## config.mk

```make
export PLATFORM = sky130hd
export DESIGN_NAME = apq_queue
export DESIGN_NICKNAME = d
export VERILOG_FILES = /design/src/hdl/assert_macros.svh /design/src/hdl/apq_pkg.sv /design/src/hdl/apq_queue.sv
export SDC_FILE = /design/constraint.sdc
export NUM_CORES = 1
export LEC_CHECK = 0
export BUFFER_PORTS_ARGS = -buffer_cell sky130_fd_sc_hd__buf_2
export CAP_MARGIN = 10
export CORE_AREA = 2 2 91 128
export DETAILED_ROUTE_END_ITERATION = 8
export DIE_AREA = 0 0 93 130
export SYNTH_ARGS = -nofsm -noshare
export SYNTH_HDL_FRONTEND = slang
export SYNTH_SLANG_ARGS = --single-unit
```

## constraint.sdc

```tcl
create_clock -name aclk -period 2.1 [get_ports aclk]
set_clock_uncertainty 0.2 [all_clocks]
set_input_delay 0.105 -clock aclk [delete_from_list [all_inputs] [get_ports aclk]]
set_output_delay 0.105 -clock aclk [all_outputs]
set_load 0.05 [all_outputs]
```

## src/hdl/assert_macros.svh

```systemverilog
// ----------------------------------------------------------------------------
// assert_macros.svh
// concurrent assertion macros, empty when synthesizing
// ----------------------------------------------------------------------------
`ifndef ASSERT_MACROS_SVH
`define ASSERT_MACROS_SVH
`ifndef SYNTHESIS
`define APQ_ASSERT(label, prop, msg) \
    label: assert property (@(posedge aclk) disable iff (!aresetn) prop) else $error(msg);
`define APQ_NEVER(label, cond, msg) \
    label: assert property (@(posedge aclk) disable iff (!aresetn) !(cond)) else $error(msg);
`else
`define APQ_ASSERT(label, prop, msg)
`define APQ_NEVER(label, cond, msg)
`endif
`endif

```

## src/hdl/apq_pkg.sv

```systemverilog
// ----------------------------------------------------------------------------
// apq_pkg
// types, codes and color arithmetic shared by the palette quantizer
// ----------------------------------------------------------------------------
package apq_pkg;

    typedef struct packed {
        logic [7:0] red_in;
        logic [7:0] green_in;
        logic [7:0] blue_in;
    } pixel_t;

    typedef struct packed {
        logic [7:0]  pixel_index;
        logic [1:0]  outcome;
        logic [15:0] entry_color;
    } result_t;

    typedef struct packed {
        logic        is_new;
        logic [7:0]  index;
        logic [15:0] color;
    } job_t;

    typedef struct packed {
        logic        en;
        logic [14:0] key;
        logic [7:0]  index;
    } seen_wr_t;

    localparam logic [1:0] OUT_KNOWN  = 2'd0;
    localparam logic [1:0] OUT_NEW    = 2'd1;
    localparam logic [1:0] OUT_MERGED = 2'd2;
    localparam logic [1:0] OUT_FORCED = 2'd3;

    localparam logic [1:0] CFG_FIRST_INDEX     = 2'd0;
    localparam logic [1:0] CFG_PALETTE_LIMIT   = 2'd1;
    localparam logic [1:0] CFG_MERGE_THRESHOLD = 2'd2;

    localparam int KEY_W      = 15;
    localparam int SEEN_DEPTH = 32768;

    // c * 31 / 255
    function automatic logic [4:0] to5(input logic [7:0] c);
        logic [12:0] n;
        logic [15:0] s;
        n = {5'd0, c} * 13'd31;
        s = {3'd0, n} + {11'd0, n[12:8]} + 16'd1;
        return s[12:8];
    endfunction

    // v * 255 / 31
    function automatic logic [7:0] expand(input logic [4:0] v);
        logic [12:0] n;
        logic [29:0] p;
        n = {8'd0, v} * 13'd255;
        p = {17'd0, n} * 30'd67651;
        return p[28:21];
    endfunction

    function automatic logic [7:0] absdiff(input logic [7:0] a, input logic [7:0] b);
        return (a > b) ? (a - b) : (b - a);
    endfunction

    function automatic logic [9:0] distance(input logic [14:0] a, input logic [14:0] b);
        logic [9:0] d;
        d = {2'd0, absdiff(expand(a[4:0]), expand(b[4:0]))}
          + {2'd0, absdiff(expand(a[9:5]), expand(b[9:5]))}
          + {2'd0, absdiff(expand(a[14:10]), expand(b[14:10]))};
        return d;
    endfunction

endpackage

```

## src/hdl/apq_queue.sv

```systemverilog
// ----------------------------------------------------------------------------
// apq_queue
// short fifo of classified words between lookup and palette search
// ----------------------------------------------------------------------------
module apq_queue (
    input  logic          aclk,
    input  logic          aresetn,
    input  logic          push,
    input  apq_pkg::job_t push_item,
    output logic          full,
    input  logic          pop,
    output apq_pkg::job_t pop_item,
    output logic          empty
);

    localparam int DEPTH = 4;
    localparam int PW    = $clog2(DEPTH);

    apq_pkg::job_t    slots_reg [DEPTH];
    logic [PW-1:0]    wr_ptr_reg;
    logic [PW-1:0]    rd_ptr_reg;
    logic [PW:0]      count_reg;

    assign full     = (count_reg == (PW+1)'(DEPTH));
    assign empty    = (count_reg == '0);
    assign pop_item = slots_reg[rd_ptr_reg];

    always_ff @(posedge aclk) begin
        if (push) begin
            slots_reg[wr_ptr_reg] <= push_item;
        end
    end

    always_ff @(posedge aclk) begin
        if (!aresetn) begin
            wr_ptr_reg <= '0;
            rd_ptr_reg <= '0;
            count_reg  <= '0;
        end else begin
            if (push) begin
                wr_ptr_reg <= wr_ptr_reg + PW'(1);
            end
            if (pop) begin
                rd_ptr_reg <= rd_ptr_reg + PW'(1);
            end
            if (push && !pop) begin
                count_reg <= count_reg + (PW+1)'(1);
            end else if (pop && !push) begin
                count_reg <= count_reg - (PW+1)'(1);
            end
        end
    end

endmodule

```

; Word level (Yosys, flattened, before mapping)
; Memories as Yosys holds them, arrays and structs flattened. A register that Yosys moved wholly into a read port is not among the register bits.
; Index checks and enable logic that the tools add are counted.
[totals]
n_memories = 1
word_cells = 21
ram_bits = 100
ff_bits = 7
[mem_list]
columns = name, depth, word_bits, rd, rd_ports_with_merged_regs, wr, line_no
row1 = slots_reg, 4, 25, 1, 1, 1, apq_queue.sv:19  ; apq_pkg::job_t slots_reg [DEPTH];
[op_classes]
eq_ne = 1
n_reduce_logical = 6
add_sub_neg = 4
muxes = 6
[op_table]
columns = op, n
row1 = 3-bit 2-to-1 mux, 2
row2 = "2-bit by 1-bit adder with 2-bit output, second input constant", 2
row3 = 2-bit 2-to-1 mux, 2
row4 = "3-bit by 1-bit adder with 3-bit output, second input constant", 1
row5 = "3-bit == test, second input constant", 1
row6 = 3-bit logical NOT, 1
row7 = "3-bit by 1-bit subtractor with 3-bit output, second input constant", 1
row8 = 1-bit logical AND, 2
row9 = 1-bit logical NOT, 2
row10 = 1-bit 2-to-1 mux, 2
row11 = 2-bit nonzero test, 1

; Longest topological paths before layout
; Gate-level depths: netlist of run 1.
[depth]
ltp_word = 4
depth_mapped = 7
depth_no_buf = 7

; Least setup slack after synthesis of run 1
; No wires, ideal clock.
[synth_path]
kind = reg-to-output
startpoint = register count_reg[1]
endpoint = output full
t_arrival_ps = 1502
path_buffers = 0
path_stages_with_launch = 2
path_slack_ps = 293
cell_sequence = dfxtp_1 > nor3b_1
[synth_between]
elab_chain_len = 1
[synth_lines]
columns = item, line_no
row1 = from (decl), apq_queue.sv:22  ; logic [PW:0] count_reg;
row2 = from (signal assigned), apq_queue.sv:47  ; count_reg <= count_reg + (PW+1)'(1);
row3 = from (signal assigned), apq_queue.sv:49  ; count_reg <= count_reg - (PW+1)'(1);
row4 = 3-bit == test, apq_queue.sv:24  ; assign full = (count_reg == (PW+1)'(DEPTH));
row5 = to (decl), apq_queue.sv:10  ; output logic full,
; No other way between the ends.

==> results of run 1 <==
metal layers:
metal,share of wire [%],up-vias
li1,-,910
met2,50,41
met1,43,977
met5,0,-
met3,4.5,9
met4,2.0,0
area by class of cell:
cell class / instances / area share (%)
clock buffers: 10 / 4.42
flip-flops and latches: 109 / 61.5
clock inverters: 5 / 1.01
well taps: 144 / 3.48
inverters: 4 / 0.290
multi-input cells: 55 / 16.1
repair buffers: 94 / 13.3
synthesized netlist by cell type, types with 2 or more instances:
| master | n |
|---|---|
| xnor2_1 | 2 |
| mux4_1 | 5 |
| buf_12 | 2 |
| inv_1 | 4 |
| nor2b_1 | 2 |
| ha_1 | 5 |
| mux4_2 | 20 |
| mux2i_1 | 2 |
| and2_1 | 9 |
| buf_2 | 2 |
| dfxtp_1 | 9 |
| edfxtp_1 | 100 |
| xor2_1 | 3 |
worst reg2reg max path, stage by stage, from the launching register on:
cell	delay [ns]
dfxtp_1	0.36
fa_1	0.44
xor2_1	0.18
or3_1	0.30
a21boi_0	0.17
cells by family (layout without fill, tap and decap cells):
logic type	Yosys count	in the layout	share of synthesized area (%)
compound gates	2	2	0.305
buf+inv	10	113	1.99
flops	109	109	77.7
fa+ha+maj	6	6	2.02
mux	27	27	14.7
xor+xnor	5	5	1.07
simple gates	15	15	2.23
what timing repair did:
action                                  4_1_cts  5_1_grt
hold buffers                                 29        0
endpoints found under the hold margin       109        0
endpoints found under the setup margin        2        2
gates resized for setup                       1        2
path summary, 6_finish.rpt:
path,startpoint,end,slack (ns),depth (start not counted)
worst max-delay path,flip-flop,pop_item[22],0.07,3
worst min-delay path,push_item[20],slots_reg[1][20],0.32,2
worst max register to register,count_reg[0],count_reg[2],0.38,4
worst min register to register,count_reg[2],count_reg[2],0.33,2
metrics by stage:
stage          hold slack [ns]  utilization [%]  instance area [um^2]  cells
6_report                 0.316             46.9                  5180    421
5_1_grt                  0.333             46.9                  5180    421
4_1_cts                  0.311             46.8                  5170    421
3_5_place_dp             0.124             41.6                  4600    377
3_3_place_gp             0.115             41.6                  4600    377
2_1_floorplan          0.00387                -                  4100    174
power by group through the flow:
| stage | Combinational (mW) | Clock (mW) | Sequential [mW] |
|---|---|---|---|
| floorplan | 0.576 | 0 | 2.56 |
| global placement | 0.760 | 0 | 2.57 |
| detailed placement | 0.766 | 0 | 2.57 |
| CTS | 0.813 | 1.66 | 2.52 |
| global route | 0.857 | 1.72 | 2.53 |
| finish | 0.798 | 1.60 | 2.52 |
layout by cell type (no fill, tap or decap), types with 2 or more instances in the layout:
master,synthesis,layout
xor2_1,3,3
dlygate4sd3_1,0,29
ha_1,5,5
xnor2_1,2,2
buf_12,2,3
inv_1,4,4
mux4_1,5,5
clkinv_2,0,3
mux4_2,20,20
mux2i_1,2,2
clkbuf_16,0,9
and2_1,9,9
edfxtp_1,100,100
nor2b_1,2,2
buf_2,2,54
buf_4,0,6
dfxtp_1,9,8
==> reports/qor.yml, run 1 <==
met3_usage_pct: 2.37
drv_cap: 0
power_mw: 4.93
cp.arrival_ns: 1.72
fill_cells: 980
drc: 0
drv_slew: 0
grt_util_met1_pct: 15.5
crit_path_cell_trace: "buf_12 > mux4_1 > buf_2"
path_class: "flip-flop to primary output"
antenna_found_initial: 0
grt.busiest_layer: "met2"
viasPerCell: 4.60
first_iter_violations: 97
post-route-period-util_pct: 96.5
grtUsageTotal_pct: 12.2
synth_warnings: 0
num_vias: 1937
period_needed_ns: 2.03
synthCells: 174
synth_area_um2: 4100
ant_nets: 0
ctsRootBufferMaster: "clkbuf_16"
register_area_um2: 3180
synthTopCellsByArea: "edfxtp_1, mux4_2, dfxtp_1"
grt_pass1_vias: 2030
dieArea_um2: 12100
path_buf_inv: 2
io_buffers: 55
ys_types: 22
use_met2_pct: 19.9
status: "completed"
power_switching_mw: 1.24
die_w_um: 93
grt_overflow_total: 0
cts_made_buffers: 9
num_rows: 46
synth_top_area_cell: "edfxtp_1"
grt_pass1_wl_um: 10800
power_frac_seq_pct: 51.2
ys_ff_latch: 109
p_comb_share_pct: 16.2
rsz0062_at_grt: "false"
internal-power_mw: 3.68
largest_reg_flops: 100
synth-seq-area-share_pct: 77.7
htree_levels: 3
cts_sinks: 109
final_nets: 308
async_flop_share_pct: 0
initial_utilization_pct: 37.1
setup_tns_ns: 0
power.leakage_nw: 1.82
start_kind: "flip-flop"
irDropWorstVdd_mv: 0.450
layout-drive-gt1-share_pct: 36.1
worstSetupEndpointType: "primary output"
slowest_delay_ns: 0.59
dieHeight_um: 130
cts.clk_slew.worst_paths_ns: 0.07
pre_cts_slack_ns: 0.246
powerDensity_nw_per_um2: 951
postCtsSetupRepairBufs: 0
setup_slack_ns: 0.0744
critical_path_required_ns: 1.79
tightest_slew_ns: 0.459
hold_viol_final: 0
clock_latency_ns: 0.34
clk_path_buf_depth: 2
synth_top_flop_cell: "edfxtp_1"
gp_congestion: 0.663
dp_hpwl_um: 4330
cp_slowest_cell: "mux4_1"
diodes: 0
max_slew_margin_pct: 69.4
synth_edf_count: 100
sw_frac_of_total_pct: 25.2
setup_viol: 0
cts_tree: "done"
drt_wl_total_um: 6940
p_clk_share_pct: 32.6
hold_path_class: "primary input to flip-flop"
syn_nets: 209
coreArea_um2: 11100
synth.top_cell.area_share_pct: 73.3
multi_input_area_um2: 832
grt_max_degree: 26
io_pins: 56
critical_path.max_fanout: 13
drtPass1Iterations: 3
area_delta_synth_final_pct: 26.5
routedWlPerCell_um: 16.5
path_delay_family: "multiplexers"
synth.avg_cell_area_um2: 23.5
max_freq_mhz: 494
Power figures use the tool's default switching activity.
==> inputs of run 2 (changes only) <==
==> constraint.sdc (replaced) <==
create_clock -name aclk -period 2.1 [get_ports aclk]
set_clock_uncertainty 0.2 [all_clocks]
set_input_delay 0.315 -clock aclk [delete_from_list [all_inputs] [get_ports aclk]]
set_output_delay 0.315 -clock aclk [all_outputs]
set_load 0.05 [all_outputs]
==> run 2 against run 1 <==
The flow now finishes with violations (negative setup slack); routed wire length is 1.6% higher; combinational power increased by 16%; final cell count shrank 0.48%; die area did not move; largest power group unchanged; setup slack got worse by 0.12 ns; largest cell class unchanged; sequential share of layout area shrank 1.8 points; via count about the same; critical path depth is the same; hold slack worse by 0.24 ns; first-iteration DRC count fell by 1.0%; sequential power hardly changed; utilization rose by 1.5 points.
==> reports/qor.yml, run 2 (same netlist as run 1, synthesis figures left out) <==
multi_input_area_um2: 813  # was 832 um^2
p_clk_share_pct: 32.5  # was 32.6%
rsz0062_at_grt: "true"  # was false
gp_congestion: 0.639  # was 0.663
hold_viol_final: 0  # unchanged
die_w_um: 93  # unchanged
max_slew_margin_pct: 73.8  # was 69.4%
layout-drive-gt1-share_pct: 38.9  # was 36.1%
drv_cap: 0  # unchanged
num_vias: 1938  # was 1937
viasPerCell: 4.63  # was 4.60
register_area_um2: 3190  # was 3180 um^2
critical_path.max_fanout: 5  # was 13
cts_made_buffers: 9  # unchanged
start_kind: "flip-flop"  # unchanged
sw_frac_of_total_pct: 25.7  # was 25.2%
first_iter_violations: 96  # was 97
grt_pass1_wl_um: 11000  # was 10800 um
num_rows: 46  # unchanged
max_freq_mhz: 466  # was 494 MHz
hold_path_class: "primary input to flip-flop"  # unchanged
drc: 0  # unchanged
grtUsageTotal_pct: 12.7  # was 12.2%
dp_hpwl_um: 4190  # was 4330 um
drtPass1Iterations: 4  # was 3
drt_wl_total_um: 7040  # was 6940 um
cts_sinks: 109  # unchanged
grt_max_degree: 26  # unchanged
r2r_setup_slack_ns: 0.39  # was 0.38 ns
fill_cells: 967  # was 980
grt_overflow_total: 0  # unchanged
routedWlPerCell_um: 16.8  # was 16.5 um
power_mw: 5.12  # was 4.93 mW
area_delta_synth_final_pct: 30.4  # was 26.5%
dp.cells: 376  # was 377
internal-power_mw: 3.80  # was 3.68 mW
powerDensity_nw_per_um2: 958  # was 951 nW/um^2
tightest_slew_ns: 0.393  # was 0.459 ns
cts_tree: "done"  # unchanged
timing.hold.ws_ns: 0.0785  # was 0.316 ns
power.leakage_nw: 1.85  # was 1.82 nW
setup_slack_ns: -0.0438  # was 0.0744 ns
irDropWorstVdd_mv: 0.449  # was 0.450 mV
htree_levels: 3  # unchanged
ant_nets: 0  # unchanged
violations: "negative setup slack"
fin_util_pct: 48.3  # was 46.9%
antenna_found_initial: 0  # unchanged
cp.arrival_ns: 1.63  # was 1.72 ns
setup_viol: 25  # was 0
final-instance-count-excl-fill: 419  # was 421
path_class: "flip-flop to primary output"  # unchanged
drv_slew: 0  # unchanged
p_comb_share_pct: 18.0  # was 16.2%
critical_path_required_ns: 1.58  # was 1.79 ns
clk_path_buf_depth: 2  # unchanged
dieHeight_um: 130  # unchanged
power_switching_mw: 1.31  # was 1.24 mW
setup_tns_ns: -0.633  # was 0 ns
ctsRootBufferMaster: "clkbuf_16"  # unchanged
grt_pass1_vias: 2158  # was 2030
cts.clk_slew.worst_paths_ns: 0.07  # about the same
coreArea_um2: 11100  # unchanged
final_nets: 305  # was 308
diodes: 0  # unchanged
power_frac_seq_pct: 49.4  # was 51.2%
dieArea_um2: 12100  # unchanged
largest_reg_flops: 100  # unchanged
post-route-period-util_pct: 102  # was 96.5%
final_common_cell: "edfxtp_1"  # unchanged
final_cell_mix: "edfxtp_1, buf_2, mux4_2, dlygate4sd3_1, buf_6"  # was edfxtp_1, buf_2, dlygate4sd3_1
clock_latency_ns: 0.34  # about the same
initial_utilization_pct: 37.1  # unchanged
io_buffers: 55  # unchanged
status: "finished, violations left"  # was completed
worstSetupEndpointType: "primary output"  # unchanged
io_pins: 56  # unchanged
period_needed_ns: 2.14  # was 2.03 ns
-- run 2: changes by cell type in the layout (fill, tap and decap cells not counted), sizes merged --
cell	before	now
dlygate4sd3	29	25
inv	4	5
clkbuf	11	10
clkinvlp	1	2
buf	64	65
-- run 2: timing repair --
item	CTS	global route
setup buffers	0	0
hold buffers	25	0
setup endpoints to repair	25	25
endpoints found under the hold margin	100	0
gates resized for setup	59	0
gates cloned	1	1
-- run 2: area by class of cell --
cell class | count | area share (%)
inverter | 4 | 0.281
clock inverter | 7 | 1.41
multi-input combinational | 55 | 15.2
clock buffer | 9 | 4.22
sequential | 109 | 59.6
timing repair buffer | 91 | 15.9
tap | 144 | 3.37
-- run 2: stage by stage --
| step | setup WS, ns | area [um^2] |
|---|---|---|
| 2_1_floorplan | 0.0832 | 4100 |
| 3_3_place_gp | 0.144 | 4590 |
| 3_5_place_dp | 0.0578 | 4590 |
| 4_1_cts | -0.0743 | 5320 |
| 5_1_grt | -0.0964 | 5340 |
| 6_report | -0.0438 | 5340 |
-- run 2: power groups by stage --
stage	Combinational, mW	Sequential, mW	Clock [mW]
global placement	0.760	2.57	0
global route	0.976	2.54	1.81
floorplan	0.576	2.56	0
CTS	0.930	2.53	1.72
detailed placement	0.766	2.57	0
finish	0.922	2.53	1.67
-- run 2: worst paths after layout --
kind / from / endpoint / depth (start not counted)
max: flip-flop / pop_item[16] / 3
min: aresetn / rd_ptr_reg[0] / 2
max reg2reg: count_reg[0] / count_reg[2] / 4
min reg2reg: count_reg[2] / count_reg[2] / 2
-- run 2: routing by layer --
layer	track usage [%]	vias to the layer above	share of wire, %
met2	21.5	41	54
met4	5.71	0	1.8
met3	3.93	9	4.7
met1	15.0	987	39
met5	0	-	0
li1	-	901	-
-- run 2: critical path, cell delays in order, from the launching register on --
cell       delay [ns]
dfxtp_4          0.42
clkbuf_16        0.18
mux4_2           0.51
buf_6            0.17
